### src/hdl/iee_pkg.sv
`default_nettype none
// ----------------------------------------------------------------------------
// iee_pkg
// shared types, character codes and helpers of the infix expression evaluator
// ----------------------------------------------------------------------------
package iee_pkg;

   localparam int VALUE_WIDTH_DEF   = 48;
   localparam int FRACTION_BITS_DEF = 16;
   localparam int QUEUE_DEPTH       = 4;

   // ascii codes the front end recognizes
   localparam logic [7:0] CH_PLUS  = 8'h2B;
   localparam logic [7:0] CH_MINUS = 8'h2D;
   localparam logic [7:0] CH_STAR  = 8'h2A;
   localparam logic [7:0] CH_SLASH = 8'h2F;
   localparam logic [7:0] CH_ZERO  = 8'h30;
   localparam logic [7:0] CH_NINE  = 8'h39;
   localparam logic [7:0] CH_SPACE = 8'h20;

   typedef enum logic [1:0] {
      TK_DIGIT = 2'd0,
      TK_OP    = 2'd1,
      TK_SPACE = 2'd2,
      TK_STRAY = 2'd3
   } tok_kind_type;

   typedef enum logic [1:0] {
      OP_ADD = 2'd0,
      OP_SUB = 2'd1,
      OP_MUL = 2'd2,
      OP_DIV = 2'd3
   } op_type;

   typedef enum logic [1:0] {
      ST_OK   = 2'd0,
      ST_DIVZ = 2'd1,
      ST_SAT  = 2'd2,
      ST_MALF = 2'd3
   } status_type;

   // one classified character
   typedef struct packed {
      tok_kind_type kind;
      logic [3:0]   digit;
      op_type       op;
      logic         last;
   } tok_type;

   // token queue status
   typedef struct packed {
      logic empty;
      logic full;
   } q_stat_type;

   // sticky status keeps the highest code
   function automatic status_type raise_st(status_type cur, status_type s);
      return (s > cur) ? s : cur;
   endfunction

   // high precedence for multiply and divide
   function automatic logic prec_hi(op_type o);
      return (o == OP_MUL) || (o == OP_DIV);
   endfunction

endpackage
`default_nettype wire

### src/hdl/infix_expression_evaluator_core.sv
`default_nettype none
// A digit, space or stray character is handled in S_IDLE as it leaves the queue. An
// operator moves to S_REDUCE, which applies stacked operations of equal or higher
// precedence: add or subtract in S_APPLY, multiply via S_APPLY, an S_MUL shift-add loop
// and S_FIN, divide via S_APPLY, an S_DIV restoring divider loop and S_FIN. A last
// non-operator passes S_PUSH; S_DONE sends the result. Only S_IDLE pops the queue.
// Reset (synchronous, active high) empties the 4-entry queue and clears stacks and status.
// ----------------------------------------------------------------------------
// infix_expression_evaluator_core
// character-serial infix evaluator with precedence stacks and fixed point math
// ----------------------------------------------------------------------------
module infix_expression_evaluator_core import iee_pkg::*; #(
   parameter int VALUE_WIDTH   = VALUE_WIDTH_DEF,
   parameter int FRACTION_BITS = FRACTION_BITS_DEF
) (
   input  wire logic                     clock,
   input  wire logic                     reset,
   input  wire logic                     req_valid,
   output logic                          req_stall,
   input  wire logic [7:0]               req_char_code,
   input  wire logic                     req_last_char,
   output logic                          rsp_valid,
   input  wire logic                     rsp_stall,
   output logic signed [VALUE_WIDTH-1:0] rsp_value,
   output logic [1:0]                    rsp_status
);

   q_stat_type q_stat;
   logic       q_push, q_pop;
   tok_type    push_tok, q_tok;

   // classification front end
   iee_front u_front (
      .req_valid     (req_valid),
      .req_stall     (req_stall),
      .req_char_code (req_char_code),
      .req_last_char (req_last_char),
      .q_stat        (q_stat),
      .push          (q_push),
      .push_tok      (push_tok)
   );

   // token queue
   iee_queue u_queue (
      .clock    (clock),
      .reset    (reset),
      .push     (q_push),
      .push_tok (push_tok),
      .pop      (q_pop),
      .pop_tok  (q_tok),
      .stat     (q_stat)
   );

   // evaluation engine
   iee_back #(
      .VALUE_WIDTH   (VALUE_WIDTH),
      .FRACTION_BITS (FRACTION_BITS)
   ) u_back (
      .clock      (clock),
      .reset      (reset),
      .q_stat     (q_stat),
      .q_tok      (q_tok),
      .q_pop      (q_pop),
      .rsp_valid  (rsp_valid),
      .rsp_stall  (rsp_stall),
      .rsp_value  (rsp_value),
      .rsp_status (rsp_status)
   );

`ifndef SYNTHESIS
   // no write into a full queue
   a_no_overflow: assert property (@(posedge clock) disable iff (reset)
      q_push |-> !q_stat.full)
      else $error("token queue written while full");

   // no read from an empty queue
   a_no_underflow: assert property (@(posedge clock) disable iff (reset)
      q_pop |-> !q_stat.empty)
      else $error("token queue read while empty");

   // a malformed expression reports a zero value
   a_malf_zero: assert property (@(posedge clock) disable iff (reset)
      (rsp_valid && rsp_status == ST_MALF) |-> (rsp_value == '0))
      else $error("malformed result with nonzero value");
`endif

endmodule
`default_nettype wire

### src/hdl/iee_front.sv
`default_nettype none
// ----------------------------------------------------------------------------
// iee_front
// accepts characters and classifies them into tokens for the queue
// ----------------------------------------------------------------------------
module iee_front import iee_pkg::*; (
   input  wire logic       req_valid,
   output logic            req_stall,
   input  wire logic [7:0] req_char_code,
   input  wire logic       req_last_char,
   input  wire q_stat_type q_stat,
   output logic            push,
   output tok_type         push_tok
);

   // take a word whenever the queue has room
   assign req_stall = q_stat.full;
   assign push      = req_valid && !q_stat.full;

   // character classification
   always_comb begin
      push_tok.kind  = TK_STRAY;
      push_tok.digit = req_char_code[3:0];
      push_tok.op    = OP_ADD;
      push_tok.last  = req_last_char;
      case (req_char_code) inside
         [CH_ZERO:CH_NINE]: push_tok.kind = TK_DIGIT;
         CH_PLUS: begin
            push_tok.kind = TK_OP;
            push_tok.op   = OP_ADD;
         end
         CH_MINUS: begin
            push_tok.kind = TK_OP;
            push_tok.op   = OP_SUB;
         end
         CH_STAR: begin
            push_tok.kind = TK_OP;
            push_tok.op   = OP_MUL;
         end
         CH_SLASH: begin
            push_tok.kind = TK_OP;
            push_tok.op   = OP_DIV;
         end
         CH_SPACE: push_tok.kind = TK_SPACE;
         default:  push_tok.kind = TK_STRAY;
      endcase
   end

endmodule
`default_nettype wire

### src/hdl/iee_queue.sv
`default_nettype none
// ----------------------------------------------------------------------------
// iee_queue
// small token fifo between the front end and the evaluation engine
// ----------------------------------------------------------------------------
module iee_queue import iee_pkg::*; (
   input  wire logic    clock,
   input  wire logic    reset,
   input  wire logic    push,
   input  wire tok_type push_tok,
   input  wire logic    pop,
   output tok_type      pop_tok,
   output q_stat_type   stat
);

   localparam int AW = $clog2(QUEUE_DEPTH);

   tok_type        mem_ff [QUEUE_DEPTH];
   logic [AW-1:0]  wr_ff, wr_in, rd_ff, rd_in;
   logic [AW:0]    cnt_ff, cnt_in;

   assign pop_tok    = mem_ff[rd_ff];
   assign stat.empty = (cnt_ff == '0);
   assign stat.full  = (cnt_ff == (AW+1)'(QUEUE_DEPTH));

   // pointer and fill update
   always_comb begin
      wr_in  = push ? wr_ff + 1'b1 : wr_ff;
      rd_in  = pop ? rd_ff + 1'b1 : rd_ff;
      cnt_in = cnt_ff;
      if (push && !pop) begin
         cnt_in = cnt_ff + 1'b1;
      end else if (pop && !push) begin
         cnt_in = cnt_ff - 1'b1;
      end
   end

   always_ff @(posedge clock) begin
      if (reset) begin
         wr_ff  <= '0;
         rd_ff  <= '0;
         cnt_ff <= '0;
      end else begin
         wr_ff  <= wr_in;
         rd_ff  <= rd_in;
         cnt_ff <= cnt_in;
      end
   end

   // storage
   always_ff @(posedge clock) begin
      if (push) begin
         mem_ff[wr_ff] <= push_tok;
      end
   end

endmodule
`default_nettype wire

### src/hdl/iee_back.sv
`default_nettype none
// ----------------------------------------------------------------------------
// iee_back
// evaluation engine: number build, stacks, sequenced add, multiply, divide
// ----------------------------------------------------------------------------
module iee_back import iee_pkg::*; #(
   parameter int VALUE_WIDTH   = VALUE_WIDTH_DEF,
   parameter int FRACTION_BITS = FRACTION_BITS_DEF
) (
   input  wire logic                   clock,
   input  wire logic                   reset,
   input  wire q_stat_type             q_stat,
   input  wire tok_type                q_tok,
   output logic                        q_pop,
   output logic                        rsp_valid,
   input  wire logic                   rsp_stall,
   output logic signed [VALUE_WIDTH-1:0] rsp_value,
   output logic [1:0]                  rsp_status
);

   localparam int W  = VALUE_WIDTH;
   localparam int F  = FRACTION_BITS;
   localparam int AW = ((W > F + 4) ? W : F + 4) + 4;
   localparam int NW = W + F;
   localparam int PW = 2 * W;
   localparam int MW = (PW > NW) ? PW : NW;
   localparam int CW = $clog2(NW + 1);

   localparam logic [W-1:0]  MAXV     = {1'b0, {(W-1){1'b1}}};
   localparam logic [W-1:0]  MINV     = {1'b1, {(W-1){1'b0}}};
   localparam logic [CW-1:0] MUL_LAST = CW'(W - 1);
   localparam logic [CW-1:0] DIV_LAST = CW'(NW - 1);

   typedef enum logic [7:0] {
      S_IDLE   = 8'b0000_0001,
      S_PUSH   = 8'b0000_0010,
      S_REDUCE = 8'b0000_0100,
      S_APPLY  = 8'b0000_1000,
      S_MUL    = 8'b0001_0000,
      S_DIV    = 8'b0010_0000,
      S_FIN    = 8'b0100_0000,
      S_DONE   = 8'b1000_0000
   } state_type;

   state_type       state_ff, state_in;
   logic [W-1:0]    vs0_ff, vs0_in, vs1_ff, vs1_in, vs2_ff, vs2_in;
   logic [1:0]      vc_ff, vc_in, opc_ff, opc_in;
   op_type          os0_ff, os0_in, os1_ff, os1_in;
   logic [W-1:0]    acc_ff, acc_in;
   logic            in_num_ff, in_num_in;
   status_type      st_ff, st_in;
   tok_type         tok_ff, tok_in;
   logic            fin_ff, fin_in;
   op_type          cur_op_ff, cur_op_in;
   logic            neg_ff, neg_in;
   logic [PW-1:0]   prod_ff, prod_in, mcand_ff, mcand_in;
   logic [W-1:0]    mplier_ff, mplier_in;
   logic [NW-1:0]   num_ff, num_in;
   logic [W:0]      rem_ff, rem_in;
   logic [W-1:0]    dvsr_ff, dvsr_in;
   logic [CW-1:0]   cnt_ff, cnt_in;
   logic            rsp_valid_ff, rsp_valid_in;
   logic [W-1:0]    rsp_value_ff, rsp_value_in;
   status_type      rsp_status_ff, rsp_status_in;

   // operand selection from the stack top
   op_type          top_op;
   logic [W-1:0]    opa, opb, mag_a, mag_b;
   logic [W:0]      sum;
   logic [W-1:0]    add_res;
   logic            add_sat;
   logic [AW-1:0]   dig_wide;
   logic [W:0]      div_sh;
   logic            div_ge;
   logic [MW-1:0]   fin_mag, fin_lim;
   logic [W-1:0]    res_mag, fin_res;
   logic            fin_sat;
   logic            do_push, wb;
   logic [W-1:0]    wb_val;
   status_type      st_fin;

   assign top_op = (opc_ff == 2'd2) ? os1_ff : os0_ff;
   assign opa    = (vc_ff == 2'd3) ? vs1_ff : vs0_ff;
   assign opb    = (vc_ff == 2'd3) ? vs2_ff : vs1_ff;
   assign mag_a  = opa[W-1] ? (~opa + W'(1)) : opa;
   assign mag_b  = opb[W-1] ? (~opb + W'(1)) : opb;

   // saturating add and subtract
   always_comb begin
      if (top_op == OP_SUB) begin
         sum = {opa[W-1], opa} - {opb[W-1], opb};
      end else begin
         sum = {opa[W-1], opa} + {opb[W-1], opb};
      end
      add_sat = (sum[W] != sum[W-1]);
      if (add_sat) begin
         add_res = sum[W] ? MINV : MAXV;
      end else begin
         add_res = sum[W-1:0];
      end
   end

   // decimal digit into the accumulator
   assign dig_wide = (AW'(acc_ff) << 3) + (AW'(acc_ff) << 1) + (AW'(q_tok.digit) << F);

   // one restoring division step
   assign div_sh = {rem_ff[W-1:0], num_ff[NW-1]};
   assign div_ge = (div_sh >= {1'b0, dvsr_ff});

   // result scaling, saturation and sign
   always_comb begin
      if (cur_op_ff == OP_MUL) begin
         fin_mag = MW'(prod_ff >> F);
      end else begin
         fin_mag = MW'(num_ff);
      end
      fin_lim = MW'(MAXV) + MW'(neg_ff);
      fin_sat = (fin_mag > fin_lim);
      res_mag = fin_sat ? fin_lim[W-1:0] : fin_mag[W-1:0];
      fin_res = neg_ff ? (~res_mag + W'(1)) : res_mag;
   end

   assign st_fin = (vc_ff != 2'd1) ? raise_st(st_ff, ST_MALF) : st_ff;
   assign q_pop  = (state_ff == S_IDLE) && !q_stat.empty;

   // sequencer
   always_comb begin
      state_in      = state_ff;
      vs0_in        = vs0_ff;
      vs1_in        = vs1_ff;
      vs2_in        = vs2_ff;
      vc_in         = vc_ff;
      opc_in        = opc_ff;
      os0_in        = os0_ff;
      os1_in        = os1_ff;
      acc_in        = acc_ff;
      in_num_in     = in_num_ff;
      st_in         = st_ff;
      tok_in        = tok_ff;
      fin_in        = fin_ff;
      cur_op_in     = cur_op_ff;
      neg_in        = neg_ff;
      prod_in       = prod_ff;
      mcand_in      = mcand_ff;
      mplier_in     = mplier_ff;
      num_in        = num_ff;
      rem_in        = rem_ff;
      dvsr_in       = dvsr_ff;
      cnt_in        = cnt_ff;
      rsp_valid_in  = rsp_valid_ff;
      rsp_value_in  = rsp_value_ff;
      rsp_status_in = rsp_status_ff;
      do_push       = 1'b0;
      wb            = 1'b0;
      wb_val        = add_res;

      if (rsp_valid_ff && !rsp_stall) begin
         rsp_valid_in = 1'b0;
      end

      case (state_ff)
         S_IDLE: begin
            if (!q_stat.empty) begin
               tok_in = q_tok;
               fin_in = 1'b0;
               case (q_tok.kind)
                  TK_DIGIT: begin
                     in_num_in = 1'b1;
                     if (dig_wide > AW'(MAXV)) begin
                        acc_in = MAXV;
                        st_in  = raise_st(st_in, ST_SAT);
                     end else begin
                        acc_in = dig_wide[W-1:0];
                     end
                  end
                  TK_OP: begin
                     if (!in_num_ff) begin
                        st_in = raise_st(st_in, ST_MALF);
                     end
                     do_push  = 1'b1;
                     state_in = S_REDUCE;
                  end
                  TK_SPACE: begin
                  end
                  default: st_in = raise_st(st_in, ST_MALF);
               endcase
               if (q_tok.kind != TK_OP && q_tok.last) begin
                  fin_in   = 1'b1;
                  state_in = S_PUSH;
               end
            end
         end
         S_PUSH: begin
            do_push  = 1'b1;
            state_in = S_REDUCE;
         end
         S_REDUCE: begin
            if (!fin_ff) begin
               if (opc_ff != 2'd0 && (prec_hi(tok_ff.op) <= prec_hi(top_op))) begin
                  state_in = S_APPLY;
               end else begin
                  if (opc_ff == 2'd0) begin
                     os0_in = tok_ff.op;
                     opc_in = 2'd1;
                  end else if (opc_ff == 2'd1) begin
                     os1_in = tok_ff.op;
                     opc_in = 2'd2;
                  end else begin
                     st_in = raise_st(st_in, ST_MALF);
                  end
                  if (tok_ff.last) begin
                     fin_in = 1'b1;
                  end else begin
                     state_in = S_IDLE;
                  end
               end
            end else if (opc_ff != 2'd0) begin
               state_in = S_APPLY;
            end else begin
               state_in = S_DONE;
            end
         end
         S_APPLY: begin
            opc_in    = opc_ff - 2'd1;
            cur_op_in = top_op;
            neg_in    = opa[W-1] ^ opb[W-1];
            state_in  = S_REDUCE;
            if (vc_ff < 2'd2) begin
               st_in = raise_st(st_in, ST_MALF);
            end else begin
               case (top_op)
                  OP_MUL: begin
                     prod_in   = '0;
                     mcand_in  = PW'(mag_a);
                     mplier_in = mag_b;
                     cnt_in    = '0;
                     state_in  = S_MUL;
                  end
                  OP_DIV: begin
                     if (mag_b == '0) begin
                        st_in  = raise_st(st_in, ST_DIVZ);
                        wb     = 1'b1;
                        wb_val = '0;
                     end else begin
                        num_in   = NW'(mag_a) << F;
                        rem_in   = '0;
                        dvsr_in  = mag_b;
                        cnt_in   = '0;
                        state_in = S_DIV;
                     end
                  end
                  default: begin
                     wb = 1'b1;
                     if (add_sat) begin
                        st_in = raise_st(st_in, ST_SAT);
                     end
                  end
               endcase
            end
         end
         S_MUL: begin
            if (mplier_ff[0]) begin
               prod_in = prod_ff + mcand_ff;
            end
            mcand_in  = mcand_ff << 1;
            mplier_in = mplier_ff >> 1;
            cnt_in    = cnt_ff + 1'b1;
            if (cnt_ff == MUL_LAST) begin
               state_in = S_FIN;
            end
         end
         S_DIV: begin
            rem_in = div_ge ? (div_sh - {1'b0, dvsr_ff}) : div_sh;
            num_in = {num_ff[NW-2:0], div_ge};
            cnt_in = cnt_ff + 1'b1;
            if (cnt_ff == DIV_LAST) begin
               state_in = S_FIN;
            end
         end
         S_FIN: begin
            wb     = 1'b1;
            wb_val = fin_res;
            if (fin_sat) begin
               st_in = raise_st(st_in, ST_SAT);
            end
            state_in = S_REDUCE;
         end
         S_DONE: begin
            if (!rsp_valid_ff || !rsp_stall) begin
               rsp_valid_in  = 1'b1;
               rsp_value_in  = (st_fin == ST_MALF) ? '0 : vs0_ff;
               rsp_status_in = st_fin;
               vc_in         = 2'd0;
               opc_in        = 2'd0;
               acc_in        = '0;
               in_num_in     = 1'b0;
               st_in         = ST_OK;
               state_in      = S_IDLE;
            end
         end
         default: state_in = S_IDLE;
      endcase

      // pending number onto the value stack
      if (do_push && in_num_ff) begin
         case (vc_ff)
            2'd0:    vs0_in = acc_ff;
            2'd1:    vs1_in = acc_ff;
            2'd2:    vs2_in = acc_ff;
            default: st_in  = raise_st(st_in, ST_MALF);
         endcase
         if (vc_ff != 2'd3) begin
            vc_in = vc_ff + 2'd1;
         end
         in_num_in = 1'b0;
         acc_in    = '0;
      end

      // result replaces the two top operands
      if (wb) begin
         if (vc_ff == 2'd3) begin
            vs1_in = wb_val;
            vc_in  = 2'd2;
         end else begin
            vs0_in = wb_val;
            vc_in  = 2'd1;
         end
      end
   end

   // control state
   always_ff @(posedge clock) begin
      if (reset) begin
         state_ff     <= S_IDLE;
         vc_ff        <= 2'd0;
         opc_ff       <= 2'd0;
         acc_ff       <= '0;
         in_num_ff    <= 1'b0;
         st_ff        <= ST_OK;
         fin_ff       <= 1'b0;
         rsp_valid_ff <= 1'b0;
      end else begin
         state_ff     <= state_in;
         vc_ff        <= vc_in;
         opc_ff       <= opc_in;
         acc_ff       <= acc_in;
         in_num_ff    <= in_num_in;
         st_ff        <= st_in;
         fin_ff       <= fin_in;
         rsp_valid_ff <= rsp_valid_in;
      end
   end

   // datapath registers
   always_ff @(posedge clock) begin
      vs0_ff        <= vs0_in;
      vs1_ff        <= vs1_in;
      vs2_ff        <= vs2_in;
      os0_ff        <= os0_in;
      os1_ff        <= os1_in;
      tok_ff        <= tok_in;
      cur_op_ff     <= cur_op_in;
      neg_ff        <= neg_in;
      prod_ff       <= prod_in;
      mcand_ff      <= mcand_in;
      mplier_ff     <= mplier_in;
      num_ff        <= num_in;
      rem_ff        <= rem_in;
      dvsr_ff       <= dvsr_in;
      cnt_ff        <= cnt_in;
      rsp_value_ff  <= rsp_value_in;
      rsp_status_ff <= rsp_status_in;
   end

   assign rsp_valid  = rsp_valid_ff;
   assign rsp_value  = $signed(rsp_value_ff);
   assign rsp_status = rsp_status_ff;

endmodule
`default_nettype wire

### config.mk
export PLATFORM = sky130hd
export DESIGN_NAME = infix_expression_evaluator_core
export DESIGN_NICKNAME = d
export VERILOG_FILES = /design/src/hdl/iee_pkg.sv /design/src/hdl/infix_expression_evaluator_core.sv /design/src/hdl/iee_front.sv /design/src/hdl/iee_queue.sv /design/src/hdl/iee_back.sv
export SDC_FILE = /design/constraint.sdc
export NUM_CORES = 2
export LEC_CHECK = 0
export BUFFER_PORTS_ARGS = -buffer_cell sky130_fd_sc_hd__clkbuf_2
export CORE_MARGIN = 1.5
export CORE_UTILIZATION = 60
export DETAILED_ROUTE_END_ITERATION = 10
export PLACE_DENSITY = 0.74
export SYNTH_ARGS = -nofsm -noshare
export SYNTH_HDL_FRONTEND = slang
export SYNTH_SLANG_ARGS = --single-unit
### constraint.sdc
create_clock -name clock -period 15.5 [get_ports clock]
set_input_delay 0.775 -clock clock [delete_from_list [all_inputs] [get_ports clock]]
set_output_delay 0.775 -clock clock [all_outputs]
set_load 0.02 [all_outputs]
# After elaboration in Yosys (flattened, before gate mapping)
# Memory sizes are Yosys's and may differ from the RTL's. A register that Yosys moved wholly into a read port is not among the register bits.
# Cells that the tools add are included.
# word_totals
regBits	683
mem_bits_rw	36
in_bits	13
output_inout_bits	52
elab_cells	304
memories	1
# classes
add_sub_neg	17
magnitude_cmp	11
eq_ne	51
n_mux	136
n_bitwise	10
reduce_logical	49
# memory_table
memory	depth	width	rd	rd_ports_with_merged_regs	write_ports	line	source
u_queue.mem_ff	4	9	1	1	1	iee_queue.sv:18	tok_type mem_ff [QUEUE_DEPTH];
# op_table
cell	n
$mux W48	29
$mux W96	5
$pmux W48 S2	4
$pmux W96 S2	2
$mux W64	3
$add A48 B1 Y48 const B	3
$not A48 Y48	3
$pmux W64 S2	1
$add A96 B96 Y96	1
$gt A96 B96 Y1	1
$mux W8	11
$mux W2	43
$mux W80	1
$pmux W8 S7	1
$add A51 B49 Y52	1
$add A52 B20 Y52	1
$gt A52 B47 Y1 const B	1
$add A48 B48 Y49	1
$ge A49 B48 Y1	1
$mux W49	1
$sub A48 B48 Y49	1
$add A47 B1 Y48 const A	1
$eq A8 B6 Y1 const B	6
$logic_not A48 Y1	1
other kinds (55)	151

# Longest topological paths before layout
# logic_depth
ltp_word	14
depth_mapped	46
mapped_depth_nobuf	29

# Modules after synthesis
# From an unflattened synthesis, not the netlist that was laid out.
# hier_totals
cells_unflattened	5562
hier_area_um2	51504.4
# by_module_without_submodules
module	n_inst	cells_per_inst	area_each_um2	seq_area_each_um2
iee_back	1	5448	49633.9	18687.9
iee_queue	1	91	1729.2	1261.2
iee_front	1	23	141.4	0.0

# Worst setup path after synthesis
# OpenSTA, ideal clock, no wires.
# synth_timing
path_type	register -> register
startpoint	register u_back.vc_ff[1]
endpoint	register u_back.num_ff[0] (enable)
setup_ns	0.423
t_arrival_ns	10.848
t_required_ns	15.077
setup_slack_ns	4.229
path_stages_with_launch	28
n_path_buf	15
period_less_slack_ns	11.271
cell_sequence	dfxtp_1 -> ha_1 -> buf_2 -> buf_6 -> buf_4 -> buf_6 -> buf_4 -> buf_6 -> buf_6 -> buf_6 -> buf_4 -> buf_2 -> buf_4 -> buf_2 -> buf_2 -> clkbuf_1 -> mux2i_1 -> ha_1 -> o21ai_0 -> or4b_1 -> clkbuf_1 -> nor4b_2 -> a41oi_1 -> xnor2_1 -> or4b_1 -> nor4_4 -> nor3_1 -> or2_2
# synth_between
elab_chain_len	8
elab_cells_between_ends	10
cone_classes	add/sub (1); order compare (1); eq/ne (3); mux (2); bitwise (1); reduce/logical (2)
# synth_lines
item	line	source
start, declared	iee_back.sv:47	logic [1:0] vc_ff, vc_in, opc_ff, opc_in;
start signal, assigned	iee_back.sv:344	vc_ff <= vc_in;
$eq A2 B2 Y1 *	iee_back.sv:84	assign opb = (vc_ff == 2'd3) ? vs2_ff : vs1_ff;
$mux W48 *	iee_back.sv:84	
$not A48 Y48	iee_back.sv:86	assign mag_b = opb[W-1] ? (~opb + W'(1)) : opb;
$add A48 B1 Y48	iee_back.sv:86	
$mux W48 *	iee_back.sv:86	
via u_back.mag_b[44]	iee_back.sv:68	logic [W-1:0] opa, opb, mag_a, mag_b;
$logic_not A48 Y1 *	iee_back.sv:240	if (mag_b == '0) begin
$ne A2 B2 Y1 (no source line) *	-	
$reduce_and A4 Y1 (no source line) *	-	
end signal, assigned	iee_back.sv:367	num_ff <= num_in;
end, declared	iee_back.sv:58	logic [NW-1:0] num_ff, num_in;
# The timed path passes the listed nets; every way through them passes the cells marked *.
# A chain may end at the register's enable or synchronous reset.

# Final worst setup path
# layout_timing
startpoint	register u_back.vc_ff[1]
endpoint	register u_back.vs1_ff[31]
# layout_between
elab_chain_len	12
elab_cells_between_ends	27
cone_classes	add/sub (3); order compare (1); eq/ne (3); mux (18); bitwise (1); reduce/logical (1)
# layout_lines
item	line	source
$eq A2 B2 Y1	iee_back.sv:83, iee_back.sv:84, iee_back.sv:321	
$mux W48 (on tied branches)	iee_back.sv:84, iee_back.sv:83	
$not A48 Y48, or another cell as far along	iee_back.sv:86	
$add A48 B1 Y48 / $mux W49 (equally long branches)	iee_back.sv:86, iee_back.sv:90	
$mux W48, or another cell as far along	iee_back.sv:86	
$logic_not A48 Y1 / $mux W48 (equally long branches)	iee_back.sv:240, iee_back.sv:96	
$mux W48	iee_back.sv:240	
$mux W48	iee_back.sv:231	case (top_op)
$mux W48	iee_back.sv:228	if (vc_ff < 2'd2) begin
$pmux W48 S2	iee_back.sv:161	case (state_ff)
$mux W48	iee_back.sv:321	if (vc_ff == 2'd3) begin
$mux W48 *	iee_back.sv:320	if (wb) begin
via u_back.vs1_in[31]	iee_back.sv:46	logic [W-1:0] vs0_ff, vs0_in, vs1_ff, vs1_in, vs2_ff, vs2_in;
end signal, assigned	iee_back.sv:357	vs1_ff <= vs1_in;
end, declared	iee_back.sv:46	
# Marked as above.

==> results.toml <==
[status]
run_status = "complete, no violations"

[power_and_ir_drop]
power_switching_share = 0.262
netSwitchingPower_mw = 1.19
static-leakage-power_nw = 21.5
share_seq_of_total_power = 0.465
ir_worst_vdd_mv = 0.130
clock_power_share = 0.429
power.density_cell_area_nw_per_um2 = 81.9
share_of_power_burned_in_combinational_logic = 0.107
cell_internal_pwr_mw = 3.36

[final_layout]
drive_gt1_frac = 0.0658
layout.nets = 6119
area_growth_pct = 7.12
final_design_area_no_fill_um2 = 55500
finalCoreUtilization = 0.650

[worst_setup_path]
reg2reg_setup_slack_ns = 5.09
timing.critical_path.cells = "ha_4, buf_4, buf_4, nor4b_1, o21a_1, nand4_1, nor3_2, nand3_1, nor3_1, ha_1, nand2_1, o21ai_0, ha_1, nand3_1, nor4_1, a31oi_1, xnor2_1, ha_2, a221oi_4, buf_4, o21ai_0, and2_1, a21oi_1"
worst-endpoint-required_ns = 16.12
cp.arrival_ns = 11.02
cp_slowest_stage_delay_ns = 0.82
cp_common_cell = "sky130_fd_sc_hd__buf_4"
path_class = "reg -> reg"
timing.reg2reg.worst_path_depth = 23
timing.critical_path.fanout_max = 68
crit_path_end_kind = "register"
timing.critical_path.slowest_stage_cell = "sky130_fd_sc_hd__buf_4"
timing.rr.end = "u_back.vs1_ff[31]"
worstSetupStartpointType = "register"
r2r_start = "u_back.vc_ff[1]"

[global_route]
grt_use_total = 0.385
grt_start_max_net_pins = 91
grt_antenna_before_repair = 6
via_count_of_the_first_global_routing_pass = 42400
globalRoute.totalOverflow = 0
first_pass_grt_wire_length_um = 262000

[sta]
whs_ns = 0.298
rsz0062_at_grt = "false"
timing.final.ws_setup_ns = 5.09
minimum_clock_period_after_layout_ns = 10.41
report.final.setup_viol = 0
timing.max_slew.rel_slack = 0.129
finalHoldViolCount = 0
fin_crit_sh = 0.671
fmaxAchievable_ghz = 0.0961
tns_ns = 0
finalMaxSlewViolations = 0
worst-slew-pin-transition_ns = 1.29
timing.clock.skew_ns = 0.0341

[clock_network]
postCtsResizedCells = 0
clock_transition_time_at_the_flip_flop_clock_pins_of_the_worst_setup_and_hold_paths_ns = 0.06
cts_root_buffer = "sky130_fd_sc_hd__clkbuf_16"
cts.repair_timing.setup_buffer_count = 0
tritoncts = "yes"
ctsLongestPathBuffers = 3
cts_htree_levels = 3
cts-buffers-inserted = 80
worstSkewPairLatency_ns = 0.70
numClockSinks = 721
holdBufCountCts = 0

[placed_design]
last_weighted_congestion_value_of_the_routability_driven_placer = 1.09
io_buffers = 64
dpl_worst_slack_ns = 5.53
placed_area_um2 = 52900
dp_hpwl_um = 131000

[detailed_routing]
detailroute.via_count = 45600
drt-wirelength-per-cell_um = 24.9
viasPerCell = 6.55
drt_wl_total_um = 174000
detail_route.first_pass.iterations = 6
drt-initial-drc-count = 4977
postRouteAntennaNets = 0
detail_route.drc_violations = 0

[logic_synthesis]
netlist_top_cells_area = "sky130_fd_sc_hd__edfxtp_1 (32%), sky130_fd_sc_hd__ha_1 (8.4%), sky130_fd_sc_hd__dfxtp_1 (6.6%), sky130_fd_sc_hd__nand2_1 (5.3%), sky130_fd_sc_hd__a21oi_1 (5.1%)"
yosys_most_used_dff = "sky130_fd_sc_hd__edfxtp_1"
yosysWarnings = 0
ys_types = 94
yosys_register_bits = 721
yosys.cell_count.top_type = "sky130_fd_sc_hd__nand2_1"
synth_edf_count = 551
asyncSetResetFlopFracSynth = 0
cell_area_after_synthesis_um2 = 51800
synth_largest_area_cell = "sky130_fd_sc_hd__edfxtp_1"
synthTopCellsByCount = "sky130_fd_sc_hd__nand2_1 (731), sky130_fd_sc_hd__edfxtp_1 (551), sky130_fd_sc_hd__a21oi_1 (532)"
post_synth_inst_count = 5857
synth.top_cell.area_share = 0.319
mappedNetlistNets = 6226
syn_area_per_cell_um2 = 8.85
synth_sequential_area_ratio = 0.385

[run]
cap_violations = 0

[worst_hold_path]
whs_path_depth = 1
capture_endpoint_of_the_worst_hold_path = "u_queue.mem_ff[3][0]"
hold_start = "req_last_char"
worst_hold_path_type = "in -> reg"

[floorplanning]
dieWidth_um = 297
die_height_um = 297
floorplan.initialDensity = 0.607
placementRows = 107
design.portCount = 65
core_area_um2 = 85400
die_area_um2 = 88200
## layout make-up
type	instances	area, um2
well taps	1144	1430
fillers	7232	29900
flip-flops and latches	721	19900
clock buffers	101	2140
repair buffers	122	756
clock inverters	48	502
inverters	196	736
diodes	2	5.00
multi-input cells	4629	30000
## sequential cells by signal, summed over array words and instances, names as in the netlist, 3 cells and up, named ones only
signal and flops:
u_back.num_ff 64, u_back.mplier_ff 48, u_back.state_ff 8, u_back.mcand_ff 96, u_back.tok_ff 3, u_back.acc_ff 48, u_back.vs1_ff 48, u_back.rem_ff 48
u_back.vs2_ff 48, u_queue.cnt_ff 3, u_back.dvsr_ff 48, u_back.rsp_value 48, u_queue.mem_ff 36, u_back.cnt_ff 7, u_back.vs0_ff 48, u_back.prod_ff 96
## logic make-up (layout without fill, tap and decap cells)
| group | count (synthesis) | count (layout) | synth area share |
|---|---|---|---|
| simple gates | 2107 | 2107 | 0.196 |
| compound gates | 1626 | 1626 | 0.194 |
| flops | 721 | 721 | 0.385 |
| buf+inv | 507 | 467 | 0.0391 |
| xor+xnor | 357 | 357 | 0.0603 |
| fa+ha+maj | 356 | 356 | 0.0872 |
| mux | 183 | 183 | 0.0386 |
| other cells | 0 | 2 | 0 |
## per-stage QoR
step	instances	power [mW]
5_1_grt	6961	4.68
2_1_floorplan	5857	2.49
4_1_cts	6961	4.55
3_3_place_gp	6812	2.61
6_report	6963	4.55
3_5_place_dp	6812	2.62
## power groups by stage
| stage | Sequential (mW) | Clock, mW | Combinational [mW] |
|---|---|---|---|
| final | 2.11 | 1.95 | 0.485 |
| after global routing | 2.12 | 2.04 | 0.523 |
| after CTS | 2.11 | 1.96 | 0.476 |
| after detailed placement | 2.16 | 0 | 0.470 |
| after global placement | 2.15 | 0 | 0.458 |
| after floorplan | 2.14 | 0 | 0.343 |
## worst max-delay path by stage
stage | cells past startpoint | slack [ns] | start | end
3_5_place_dp | 23 | 5.53 | u_back.vc_ff[1] | u_back.vs1_ff[28]
4_1_cts | 23 | 5.47 | u_back.vc_ff[1] | u_back.vs1_ff[28]
2_1_floorplan | 27 | 4.23 | u_back.vc_ff[1] | u_back.num_ff[0]
5_1_grt | 28 | 4.70 | u_back.vc_ff[1] | u_back.vs1_ff[22]
6_report | 23 | 5.09 | u_back.vc_ff[1] | u_back.vs1_ff[31]
3_3_place_gp | 28 | 5.73 | u_back.vc_ff[1] | u_back.vs1_ff[31]
## layout by cell type (no fill, tap or decap), drive strengths merged, types with 71 or more instances in the layout
cell | synthesis | final
dfxtp | 170 | 170
inv | 196 | 202
mux2i | 130 | 130
edfxtp | 551 | 551
ha | 347 | 347
a21oi | 533 | 533
and3 | 74 | 74
and2 | 194 | 194
a211oi | 82 | 82
nor2 | 477 | 477
a21o | 169 | 169
o21ai | 392 | 392
clkbuf | 249 | 165
nor3 | 126 | 126
xnor2 | 235 | 235
xor2 | 122 | 122
nand4 | 92 | 92
nand3 | 95 | 95
a31oi | 71 | 71
nand2 | 731 | 731
## per-layer routing
metal | GRT usage | share of wire
met5 | 0 | 0.00016
met2 | 0.584 | 0.43
met4 | 0.195 | 0.058
met1 | 0.530 | 0.42
met3 | 0.0673 | 0.093
## critical path: cells and delay by family (launching register included)
family	cells	cell delay, ns
buffers and inverters	3	2.08
XOR/XNOR	1	0.77
AND/OR/NAND/NOR	9	2.89
adder cells (fa/ha/maj)	4	2.19
flip-flops	1	0.53
AO/OA/AOI/OAI	6	1.66
(Power assumes the default switching activity.)
